**config.mk**
```make
export PLATFORM = sky130hd
export DESIGN_NAME = shell_sort_digit_key
export DESIGN_NICKNAME = d
export VERILOG_FILES = /design/src/design/ssdk_pkg.sv /design/src/design/shell_sort_digit_key.sv /design/src/design/ssdk_ram.sv /design/src/design/ssdk_front.sv /design/src/design/ssdk_back.sv
export SDC_FILE = /design/constraint.sdc
export NUM_CORES = 1
export LEC_CHECK = 0
export BUFFER_PORTS_ARGS = -buffer_cell sky130_fd_sc_hd__buf_4
export CORE_MARGIN = 1
export CORE_UTILIZATION = 45
export CTS_CLUSTER_DIAMETER = 200
export DETAILED_ROUTE_END_ITERATION = 16
export PLACE_DENSITY = 0.65
export SYNTH_ARGS = -nofsm -noshare
export SYNTH_HDL_FRONTEND = slang
export SYNTH_SLANG_ARGS = --single-unit
```
**constraint.sdc**
```tcl
create_clock -name clk -period 6.6 [get_ports clk]
set_input_delay 0 -clock clk [delete_from_list [all_inputs] [get_ports clk]]
set_output_delay 0 -clock clk [all_outputs]
set_load 0.005 [all_outputs]
```
**src/design/ssdk_pkg.sv**
```systemverilog
// ssdk_pkg: shared types, sizes and the sort-key function for the digit-key shell sorter
// no dependencies; used by every module of the block except ssdk_ram
`timescale 1ns / 1ps

package ssdk_pkg;

  // capacity of the value store
  localparam int MAX_ITEMS = 64;
  localparam int ADDR_W    = $clog2(MAX_ITEMS);
  localparam int CNT_W     = $clog2(MAX_ITEMS + 1);

  // field widths
  localparam int VALUE_W = 7;
  localparam int KEY_W   = 4;
  localparam int STORE_W = KEY_W + VALUE_W;

  // reciprocal of ten for a 7-bit value: floor(v / 10) == (v * 205) >> 11
  localparam int RECIP_10    = 205;
  localparam int RECIP_SHIFT = 11;
  localparam int PROD_W      = VALUE_W + 8;

  // queue between the input stage and the sort engine
  localparam int QUEUE_DEPTH = 4;
  localparam int QPTR_W      = $clog2(QUEUE_DEPTH);
  localparam int QCNT_W      = $clog2(QUEUE_DEPTH + 1);

  // configuration port
  localparam int PADDR_W = 2;
  localparam int PDATA_W = 32;
  localparam logic [PADDR_W-1:0] REG_KEY_MODE = 2'd0;

  // key modes
  localparam logic KEY_MODE_TENS  = 1'b0;
  localparam logic KEY_MODE_UNITS = 1'b1;

  typedef struct packed {
    logic [VALUE_W-1:0] item_value;
    logic               last_in;
  } in_item_t;

  typedef struct packed {
    logic [VALUE_W-1:0] sorted_value;
    logic               last_out;
    logic               dropped;
  } out_item_t;

  // one store entry: precomputed key next to the value
  typedef struct packed {
    logic [KEY_W-1:0]   key;
    logic [VALUE_W-1:0] value;
  } store_t;

  // one queue entry handed from the input stage to the sort engine
  typedef struct packed {
    store_t data;
    logic   last;
  } q_entry_t;

  // sort key: tens digit (value itself below ten) or units digit
  function automatic logic [KEY_W-1:0] key_of(input logic [VALUE_W-1:0] v, input logic mode);
    logic [PROD_W-1:0]  prod;
    logic [KEY_W-1:0]   tens;
    logic [VALUE_W-1:0] tens_x10;
    logic [VALUE_W-1:0] units;
    logic [KEY_W-1:0]   key;
    prod     = PROD_W'(v) * PROD_W'(RECIP_10);
    tens     = prod[RECIP_SHIFT +: KEY_W];
    tens_x10 = VALUE_W'(tens) * VALUE_W'(10);
    units    = v - tens_x10;
    if (mode == KEY_MODE_UNITS) begin
      key = units[KEY_W-1:0];
    end else if (tens == '0) begin
      key = v[KEY_W-1:0];
    end else begin
      key = tens;
    end
    return key;
  endfunction

endpackage

```
**src/design/shell_sort_digit_key.sv**
```systemverilog
// Digit-key shell sorter. Values enter through a queue-style port (push/full) and are
// stored one per cycle through a four-entry queue, so up to four further values are taken
// while the engine is busy. A transaction with last_in set closes the set: the engine
// shell-sorts the stored values with gaps n/2, n/4 .. 1 by gapped insertion, then pops the
// results out in order (empty/pop). Each compare step reads a pair of entries and compares
// their keys, and when it swaps it writes the two entries one after the other, as the value
// store has a single write port; the engine also steps through every insertion position and
// every gap pass. Up to 64 values are kept per set; further values are ignored and
// flagged on the dropped bit of every result of that set. key_mode (register 0, APB) selects
// the key: 0 the tens digit, or the value itself below ten; 1 the units digit. Change it
// only while the block is idle. No clearing pass is needed after reset.
// depends on ssdk_pkg, ssdk_front, ssdk_back
`timescale 1ns / 1ps

module shell_sort_digit_key (
  input  logic                           clk,
  input  logic                           rst_n,
  // input channel
  input  logic                           push,
  output logic                           full,
  input  ssdk_pkg::in_item_t             in_item,
  // result channel
  output logic                           empty,
  input  logic                           pop,
  output ssdk_pkg::out_item_t            out_item,
  // configuration port
  input  logic                           psel,
  input  logic                           penable,
  input  logic                           pwrite,
  input  logic [ssdk_pkg::PADDR_W-1:0]   paddr,
  input  logic [ssdk_pkg::PDATA_W-1:0]   pwdata,
  output logic [ssdk_pkg::PDATA_W-1:0]   prdata,
  output logic                           pready
);

  logic               key_mode_r, key_mode_nxt;
  logic               cfg_wr;
  logic               head_valid;
  ssdk_pkg::q_entry_t head;
  logic               head_pop;

  // configuration register
  assign pready = 1'b1;
  assign cfg_wr = psel && penable && pwrite && pready;
  assign prdata = (paddr == ssdk_pkg::REG_KEY_MODE) ? ssdk_pkg::PDATA_W'(key_mode_r) : '0;

  always_comb begin
    key_mode_nxt = key_mode_r;
    if (cfg_wr && paddr == ssdk_pkg::REG_KEY_MODE) begin
      key_mode_nxt = pwdata[0];
    end
  end

  always_ff @(posedge clk) begin
    if (!rst_n) begin
      key_mode_r <= ssdk_pkg::KEY_MODE_TENS;
    end else begin
      key_mode_r <= key_mode_nxt;
    end
  end

  // input stage and queue
  ssdk_front u_front (
    .clk        (clk),
    .rst_n      (rst_n),
    .push       (push),
    .full       (full),
    .in_item    (in_item),
    .key_mode   (key_mode_r),
    .head_valid (head_valid),
    .head       (head),
    .head_pop   (head_pop)
  );

  // sort engine and result register
  ssdk_back u_back (
    .clk        (clk),
    .rst_n      (rst_n),
    .head_valid (head_valid),
    .head       (head),
    .head_pop   (head_pop),
    .empty      (empty),
    .pop        (pop),
    .out_item   (out_item)
  );

endmodule

```
**src/design/ssdk_ram.sv**
```systemverilog
// ssdk_ram: generic one-write, two-read memory with registered, enabled read data
// no dependencies
`timescale 1ns / 1ps

module ssdk_ram #(
  parameter int WIDTH = 8,
  parameter int DEPTH = 16
) (
  input  logic                     clk,
  input  logic                     wr_en,
  input  logic [$clog2(DEPTH)-1:0] wr_addr,
  input  logic [WIDTH-1:0]         wr_data,
  input  logic                     rd_en,
  input  logic [$clog2(DEPTH)-1:0] rd_addr_a,
  input  logic [$clog2(DEPTH)-1:0] rd_addr_b,
  output logic [WIDTH-1:0]         rd_data_a,
  output logic [WIDTH-1:0]         rd_data_b
);

  logic [WIDTH-1:0] mem_r [DEPTH];

  // write port
  always_ff @(posedge clk) begin
    if (wr_en) begin
      mem_r[wr_addr] <= wr_data;
    end
  end

  // read ports, data held while not enabled
  always_ff @(posedge clk) begin
    if (rd_en) begin
      rd_data_a <= mem_r[rd_addr_a];
      rd_data_b <= mem_r[rd_addr_b];
    end
  end

endmodule

```
**src/design/ssdk_front.sv**
```systemverilog
// ssdk_front: input stage; computes the sort key of each value and queues it for the engine
// depends on ssdk_pkg
`timescale 1ns / 1ps

module ssdk_front (
  input  logic                clk,
  input  logic                rst_n,
  input  logic                push,
  output logic                full,
  input  ssdk_pkg::in_item_t  in_item,
  input  logic                key_mode,
  output logic                head_valid,
  output ssdk_pkg::q_entry_t  head,
  input  logic                head_pop
);

  ssdk_pkg::q_entry_t                q_mem_r [ssdk_pkg::QUEUE_DEPTH];
  logic [ssdk_pkg::QPTR_W-1:0]       wr_ptr_r, wr_ptr_nxt;
  logic [ssdk_pkg::QPTR_W-1:0]       rd_ptr_r, rd_ptr_nxt;
  logic [ssdk_pkg::QCNT_W-1:0]       fill_r, fill_nxt;
  logic                              do_push;
  logic                              do_pop;
  ssdk_pkg::q_entry_t                new_entry;

  assign full       = (fill_r == ssdk_pkg::QCNT_W'(ssdk_pkg::QUEUE_DEPTH));
  assign head_valid = (fill_r != '0);
  assign head       = q_mem_r[rd_ptr_r];
  assign do_push    = push && !full;
  assign do_pop     = head_pop && head_valid;

  // classify the incoming transaction
  always_comb begin
    new_entry.data.key   = ssdk_pkg::key_of(in_item.item_value, key_mode);
    new_entry.data.value = in_item.item_value;
    new_entry.last       = in_item.last_in;
  end

  // pointer and fill bookkeeping
  always_comb begin
    wr_ptr_nxt = wr_ptr_r;
    rd_ptr_nxt = rd_ptr_r;
    fill_nxt   = fill_r;
    if (do_push) begin
      wr_ptr_nxt = (wr_ptr_r == ssdk_pkg::QPTR_W'(ssdk_pkg::QUEUE_DEPTH - 1)) ? '0
                                                                             : wr_ptr_r + 1'b1;
    end
    if (do_pop) begin
      rd_ptr_nxt = (rd_ptr_r == ssdk_pkg::QPTR_W'(ssdk_pkg::QUEUE_DEPTH - 1)) ? '0
                                                                             : rd_ptr_r + 1'b1;
    end
    if (do_push && !do_pop) begin
      fill_nxt = fill_r + 1'b1;
    end else if (!do_push && do_pop) begin
      fill_nxt = fill_r - 1'b1;
    end
  end

  always_ff @(posedge clk) begin
    if (!rst_n) begin
      wr_ptr_r <= '0;
      rd_ptr_r <= '0;
      fill_r   <= '0;
    end else begin
      wr_ptr_r <= wr_ptr_nxt;
      rd_ptr_r <= rd_ptr_nxt;
      fill_r   <= fill_nxt;
    end
  end

  // queue storage
  always_ff @(posedge clk) begin
    if (do_push) begin
      q_mem_r[wr_ptr_r] <= new_entry;
    end
  end

endmodule

```
**src/design/ssdk_back.sv**
```systemverilog
// ssdk_back: sort engine; loads queued values into the store, shell-sorts them, emits results
// depends on ssdk_pkg and ssdk_ram
`timescale 1ns / 1ps

module ssdk_back (
  input  logic                clk,
  input  logic                rst_n,
  input  logic                head_valid,
  input  ssdk_pkg::q_entry_t  head,
  output logic                head_pop,
  output logic                empty,
  input  logic                pop,
  output ssdk_pkg::out_item_t out_item
);

  typedef enum logic [2:0] {
    ST_LOAD,
    ST_NEXT_I,
    ST_RD,
    ST_CMP,
    ST_SWAP2,
    ST_EMIT_RD,
    ST_EMIT_LD
  } back_state_t;

  back_state_t                   state_r, state_nxt;
  logic [ssdk_pkg::CNT_W-1:0]    count_r, count_nxt;
  logic                          ovf_r, ovf_nxt;
  logic [ssdk_pkg::CNT_W-1:0]    n_r, n_nxt;
  logic [ssdk_pkg::ADDR_W-1:0]   gap_r, gap_nxt;
  logic [ssdk_pkg::CNT_W-1:0]    i_r, i_nxt;
  logic [ssdk_pkg::ADDR_W-1:0]   j_r, j_nxt;
  logic [ssdk_pkg::CNT_W-1:0]    k_r, k_nxt;
  ssdk_pkg::out_item_t           out_r, out_nxt;
  logic                          out_valid_r, out_valid_nxt;

  logic                          wr_en;
  logic [ssdk_pkg::ADDR_W-1:0]   wr_addr;
  ssdk_pkg::store_t              wr_data;
  logic                          rd_en;
  logic [ssdk_pkg::ADDR_W-1:0]   rd_addr_a;
  logic [ssdk_pkg::ADDR_W-1:0]   rd_addr_b;
  ssdk_pkg::store_t              rd_data_a;
  ssdk_pkg::store_t              rd_data_b;
  logic [ssdk_pkg::ADDR_W-1:0]   j_far;
  logic                          room;
  logic                          out_free;

  assign empty    = !out_valid_r;
  assign out_item = out_r;
  assign j_far    = j_r + gap_r;
  assign room     = (count_r < ssdk_pkg::CNT_W'(ssdk_pkg::MAX_ITEMS));
  assign out_free = !out_valid_r || pop;
  assign head_pop = (state_r == ST_LOAD) && head_valid;

  // value store
  ssdk_ram #(
    .WIDTH (ssdk_pkg::STORE_W),
    .DEPTH (ssdk_pkg::MAX_ITEMS)
  ) u_store (
    .clk       (clk),
    .wr_en     (wr_en),
    .wr_addr   (wr_addr),
    .wr_data   (wr_data),
    .rd_en     (rd_en),
    .rd_addr_a (rd_addr_a),
    .rd_addr_b (rd_addr_b),
    .rd_data_a (rd_data_a),
    .rd_data_b (rd_data_b)
  );

  // store port selection
  always_comb begin
    wr_en     = 1'b0;
    wr_addr   = j_r;
    wr_data   = rd_data_b;
    rd_en     = 1'b0;
    rd_addr_a = j_r;
    rd_addr_b = j_far;
    case (state_r)
      ST_LOAD: begin
        wr_en   = head_valid && room;
        wr_addr = count_r[ssdk_pkg::ADDR_W-1:0];
        wr_data = head.data;
      end
      ST_RD: begin
        rd_en = 1'b1;
      end
      ST_CMP: begin
        wr_en = (rd_data_a.key > rd_data_b.key);
      end
      ST_SWAP2: begin
        wr_en   = 1'b1;
        wr_addr = j_far;
        wr_data = rd_data_a;
      end
      ST_EMIT_RD: begin
        rd_en     = out_free;
        rd_addr_a = k_r[ssdk_pkg::ADDR_W-1:0];
      end
      default: begin
        wr_en = 1'b0;
      end
    endcase
  end

  // sequencer: load, gap passes of gapped insertion, emit
  always_comb begin
    state_nxt     = state_r;
    count_nxt     = count_r;
    ovf_nxt       = ovf_r;
    n_nxt         = n_r;
    gap_nxt       = gap_r;
    i_nxt         = i_r;
    j_nxt         = j_r;
    k_nxt         = k_r;
    out_nxt       = out_r;
    out_valid_nxt = out_valid_r && !pop;
    case (state_r)
      ST_LOAD: begin
        if (head_valid) begin
          if (room) begin
            count_nxt = count_r + 1'b1;
          end else begin
            ovf_nxt = 1'b1;
          end
          if (head.last) begin
            n_nxt     = count_nxt;
            gap_nxt   = count_nxt[ssdk_pkg::CNT_W-1:1];
            i_nxt     = ssdk_pkg::CNT_W'(count_nxt[ssdk_pkg::CNT_W-1:1]);
            state_nxt = ST_NEXT_I;
          end
        end
      end
      ST_NEXT_I: begin
        if (gap_r == '0) begin
          k_nxt     = '0;
          state_nxt = ST_EMIT_RD;
        end else if (i_r < n_r) begin
          j_nxt     = ssdk_pkg::ADDR_W'(i_r - ssdk_pkg::CNT_W'(gap_r));
          state_nxt = ST_RD;
        end else begin
          gap_nxt = gap_r >> 1;
          i_nxt   = ssdk_pkg::CNT_W'(gap_r >> 1);
        end
      end
      ST_RD: begin
        state_nxt = ST_CMP;
      end
      ST_CMP: begin
        if (rd_data_a.key > rd_data_b.key) begin
          state_nxt = ST_SWAP2;
        end else begin
          i_nxt     = i_r + 1'b1;
          state_nxt = ST_NEXT_I;
        end
      end
      ST_SWAP2: begin
        if (j_r >= gap_r) begin
          j_nxt     = j_r - gap_r;
          state_nxt = ST_RD;
        end else begin
          i_nxt     = i_r + 1'b1;
          state_nxt = ST_NEXT_I;
        end
      end
      ST_EMIT_RD: begin
        if (out_free) begin
          state_nxt = ST_EMIT_LD;
        end
      end
      ST_EMIT_LD: begin
        out_valid_nxt        = 1'b1;
        out_nxt.sorted_value = rd_data_a.value;
        out_nxt.last_out     = (k_r + 1'b1 == n_r);
        out_nxt.dropped      = ovf_r;
        k_nxt                = k_r + 1'b1;
        if (k_r + 1'b1 == n_r) begin
          count_nxt = '0;
          ovf_nxt   = 1'b0;
          state_nxt = ST_LOAD;
        end else begin
          state_nxt = ST_EMIT_RD;
        end
      end
      default: begin
        state_nxt = ST_LOAD;
      end
    endcase
  end

  // state and registered outputs
  always_ff @(posedge clk) begin
    if (!rst_n) begin
      state_r     <= ST_LOAD;
      count_r     <= '0;
      ovf_r       <= 1'b0;
      out_valid_r <= 1'b0;
    end else begin
      state_r     <= state_nxt;
      count_r     <= count_nxt;
      ovf_r       <= ovf_nxt;
      out_valid_r <= out_valid_nxt;
    end
    n_r   <= n_nxt;
    gap_r <= gap_nxt;
    i_r   <= i_nxt;
    j_r   <= j_nxt;
    k_r   <= k_nxt;
    out_r <= out_nxt;
  end

  // fill count never passes capacity
  a_count_bound: assert property (@(posedge clk) disable iff (!rst_n)
    count_r <= ssdk_pkg::CNT_W'(ssdk_pkg::MAX_ITEMS))
    else $error("store fill count beyond capacity");

  // a result is only loaded into an empty output register
  a_emit_into_free: assert property (@(posedge clk) disable iff (!rst_n)
    state_r == ST_EMIT_LD |-> !out_valid_r)
    else $error("result overwrites a waiting result");

  // a read for a compare step has a nonzero gap and both addresses inside the set
  a_rd_gap: assert property (@(posedge clk) disable iff (!rst_n)
    state_r == ST_RD |-> gap_r != '0 && ssdk_pkg::CNT_W'(j_far) < n_r)
    else $error("compare addresses outside the set");

  // the swap completes in the cycle after the compare that started it
  a_swap_order: assert property (@(posedge clk) disable iff (!rst_n)
    state_r == ST_SWAP2 |-> $past(state_r) == ST_CMP && $past(wr_en))
    else $error("second half of swap without first half");

  // the queue is only drained while loading
  a_pop_load: assert property (@(posedge clk) disable iff (!rst_n)
    head_pop |-> state_r == ST_LOAD && head_valid)
    else $error("queue popped outside the load phase");

endmodule

```
==> reports/metrics.yaml <==
synth_area_sq_um: 41250
vdd_drop_max_mv: 0.6925
cts_setup_buffers: 0
hold_violations: 0
die_area_sq_um: 92870
final_cell_mix: "816 x edfxtp_1, 707 x nand2_1, 291 x nand3_1"
worstReg2RegStart: "u_back.state_r[2]$_SDFFE_PN0P_"
clk_pin_slew_ps: 60
endpoint: "u_back.u_store.mem_r[40][4]$_DFFE_PP_"
critPathRequiredTime_ps: 6960
root_buffer: "clkbuf_16"
max-cap-violations: 0
yosys_warnings: 0
placed_area_sq_um: 42850
cts.sinks: 838
clockBufferDepth: 3
place.port_buffers: 29
worst_pin_slew_ps: 1382
skew_ps: 22.37
ios: 93
holdCritPathClass: "in -> reg"
fmax_mhz: 205.1
syn_area_per_cell_sq_um: 13.31
cp-end-kind: "flop"
place.gp.congestion: 0.9359
regToRegEndpoint: "u_back.u_store.mem_r[40][4]$_DFFE_PP_"
post_drt_via_cell_ratio: 6.256
period_needed_ps: 4875
cts_tree: "built"
worstPathArrival_ps: 5240
crit_start: "u_back.state_r[2]$_SDFFE_PN0P_"
design_area_sq_um: 45850
total_leakage_power_uw: 0.01581
async_reset_ff_frac: 0
dp_hpwl_um: 73120
drc: 0
grt_max_degree: 131
numCtsBuffers: 89
seq_area_frac_synth: 0.6048
postSynthCellCount: 3100
hold_depth: 2
fin_nets: 3249
vias: 27310
finalCritPeriodShare: 0.7386
p_per_area_nw_per_um2: 602.0
clk_latency_ps: 660
post_drt_wl_per_cell_um: 26.94
relSlewSlack: 0.07649
die_y_um: 304.8
num_rows: 110
ctsResizeCount: 0
grtUsageTotal: 0.2515
ant_nets: 0
synth-edff-count: 816
antenna_found_initial: 3
setup_viol: 0
dr.pass1.iters: 8
initial_utilization: 0.4561
synth-seq-cells: 838
h-tree-depth: 3
drive_gt1_frac: 0.1633
rsz0062_at_grt: "false"
synth_ff_type: "edfxtp_1"
critPathMaxFanout: 23
r2r_cells: 7
status: "complete, no violations"
fin_util: 0.5070
grt_overflow: 0
crit_type: "reg -> reg"
routed_wl_um: 117600
grt_pass1_vias: 26500
die_x_um: 304.8
drt_iter0_drc: 3692
areaGrowthSynthToFinish_pct: 11.16
ys_types: 76
num_antenna_cells: 0
startpoint_type: "flop"
coreArea_sq_um: 90420
setup_tns_ps: 0
drv_slew: 0
rrSetupSlack_ps: 1730
grt_pass1_wl_um: 173800
final_common_cell: "edfxtp_1"
-- synth_stat cells (all sizes together) (3+ instances only) --
master / n / area share
a21bo: 4 / 0.00097
a21boi: 3 / 0.00064
a21o: 9 / 0.0016
a21oi: 29 / 0.0036
a22o: 4 / 0.00085
a22oi: 4 / 0.00085
a311o: 3 / 0.00073
a311oi: 4 / 0.0010
a31oi: 46 / 0.0070
a32oi: 22 / 0.0047
and2: 11 / 0.0017
and3: 5 / 0.00076
and4: 3 / 0.00064
buf: 164 / 0.022
clkbuf: 69 / 0.0063
dfxtp: 22 / 0.011
edfxtp: 816 / 0.59
fa: 13 / 0.0063
ha: 70 / 0.021
inv: 72 / 0.0066
mux2i: 77 / 0.019
mux4: 232 / 0.13
nand2: 707 / 0.064
nand2b: 9 / 0.0014
nand3: 291 / 0.035
nand4: 103 / 0.016
nor2: 114 / 0.011
nor2b: 14 / 0.0021
nor3: 7 / 0.00097
nor3b: 6 / 0.0011
o211a: 3 / 0.00073
o21a: 8 / 0.0015
o21ai: 56 / 0.0071
o21bai: 5 / 0.00091
o221ai: 6 / 0.0013
o22ai: 3 / 0.00046
o31ai: 4 / 0.00085
or3: 13 / 0.0020
xnor2: 25 / 0.0055
xnor3: 3 / 0.0016
xor2: 14 / 0.0030
-- per-layer routing --
layer / wire length (um) / GRT usage
met1: 46040 / 0.3482
met2: 54720 / 0.3892
met3: 11800 / 0.04819
met4: 5086 / 0.1081
met5: 0 / 0
-- worst min-delay path by stage --
stage	slack, ps	to	start
final	130	u_front.q_mem_r[0][0]$_DFFE_PP_	in_item[0]
after global routing	120	u_front.q_mem_r[2][0]$_DFFE_PP_	in_item[0]
after CTS	100	u_front.q_mem_r[0][0]$_DFFE_PP_	in_item[0]
after detailed placement	220	u_front.q_mem_r[3][0]$_DFFE_PP_	in_item[0]
after global placement	210	u_front.q_mem_r[0][0]$_DFFE_PP_	in_item[0]
after floorplan	100	u_front.q_mem_r[0][0]$_DFFE_PP_	in_item[0]
-- kinds of logic after synthesis --
logic type | after synthesis | share of synthesized area
multiplexers | 311 | 0.1459
buffers and inverters | 305 | 0.03519
AO/OA/AOI/OAI | 227 | 0.03762
adder cells (fa/ha/maj) | 83 | 0.02754
AND/OR/NAND/NOR | 1292 | 0.1387
XOR/XNOR | 42 | 0.01010
flip-flops | 838 | 0.6048
other | 2 | 0.0001821
-- through the flow --
stage               hold slack [ps]  setup slack (ps)  power [uW]  instances
floorplan                     98.87              2128       17330       3130
global placement              214.1              2007       22150       4188
finish                        128.1              1725       27600       4366
global route                  123.8              1519       28420       4366
CTS                           102.0              1850       27350       4366
detailed placement            217.1              1854       22400       4188
-- timing repair --
action	in CTS	in global routing
setup endpoints to repair	0	0
endpoints found under the hold margin	62	0
hold buffers	14	0
-- state kept, by name, summed over array words and instances, names as in the netlist, 6 cells and up, named ones only --
name,count
u_back.u_store.mem_r,704
u_back.count_r,7
u_back.u_store.rd_data_a,11
u_back.k_r,7
u_back.u_store.rd_data_b,11
u_back.i_r,7
u_back.gap_r,6
u_front.q_mem_r,48
u_back.out_item,9
u_back.n_r,7
u_back.j_r,6
-- report_power, final --
part | switching [uW] | total, uW | internal (uW)
clock network | 2120 | 4970 | 2840
logic | 9320 | 14600 | 5290
registers | 290 | 8030 | 7740
total | 11700 | 27600 | 15900
-- area by class of cell --
class	instances	area [sq um]
repair buffers	129	1116
flip-flops and latches	838	24940
inverters	72	270.3
fillers	7400	44580
clock inverters	56	515.5
multi-input cells	1987	15190
well taps	1176	1471
clock buffers	108	2340
-- critical path, stage by stage (launching register included) --
cell and delay, ps:
dfxtp_1 900, inv_2 420, nor2_1 800, nor2_1 250
a21oi_2 280, nand3_1 720, nor2_1 940, buf_4 290
No activity file was read; power rests on OpenSTA's default activity.
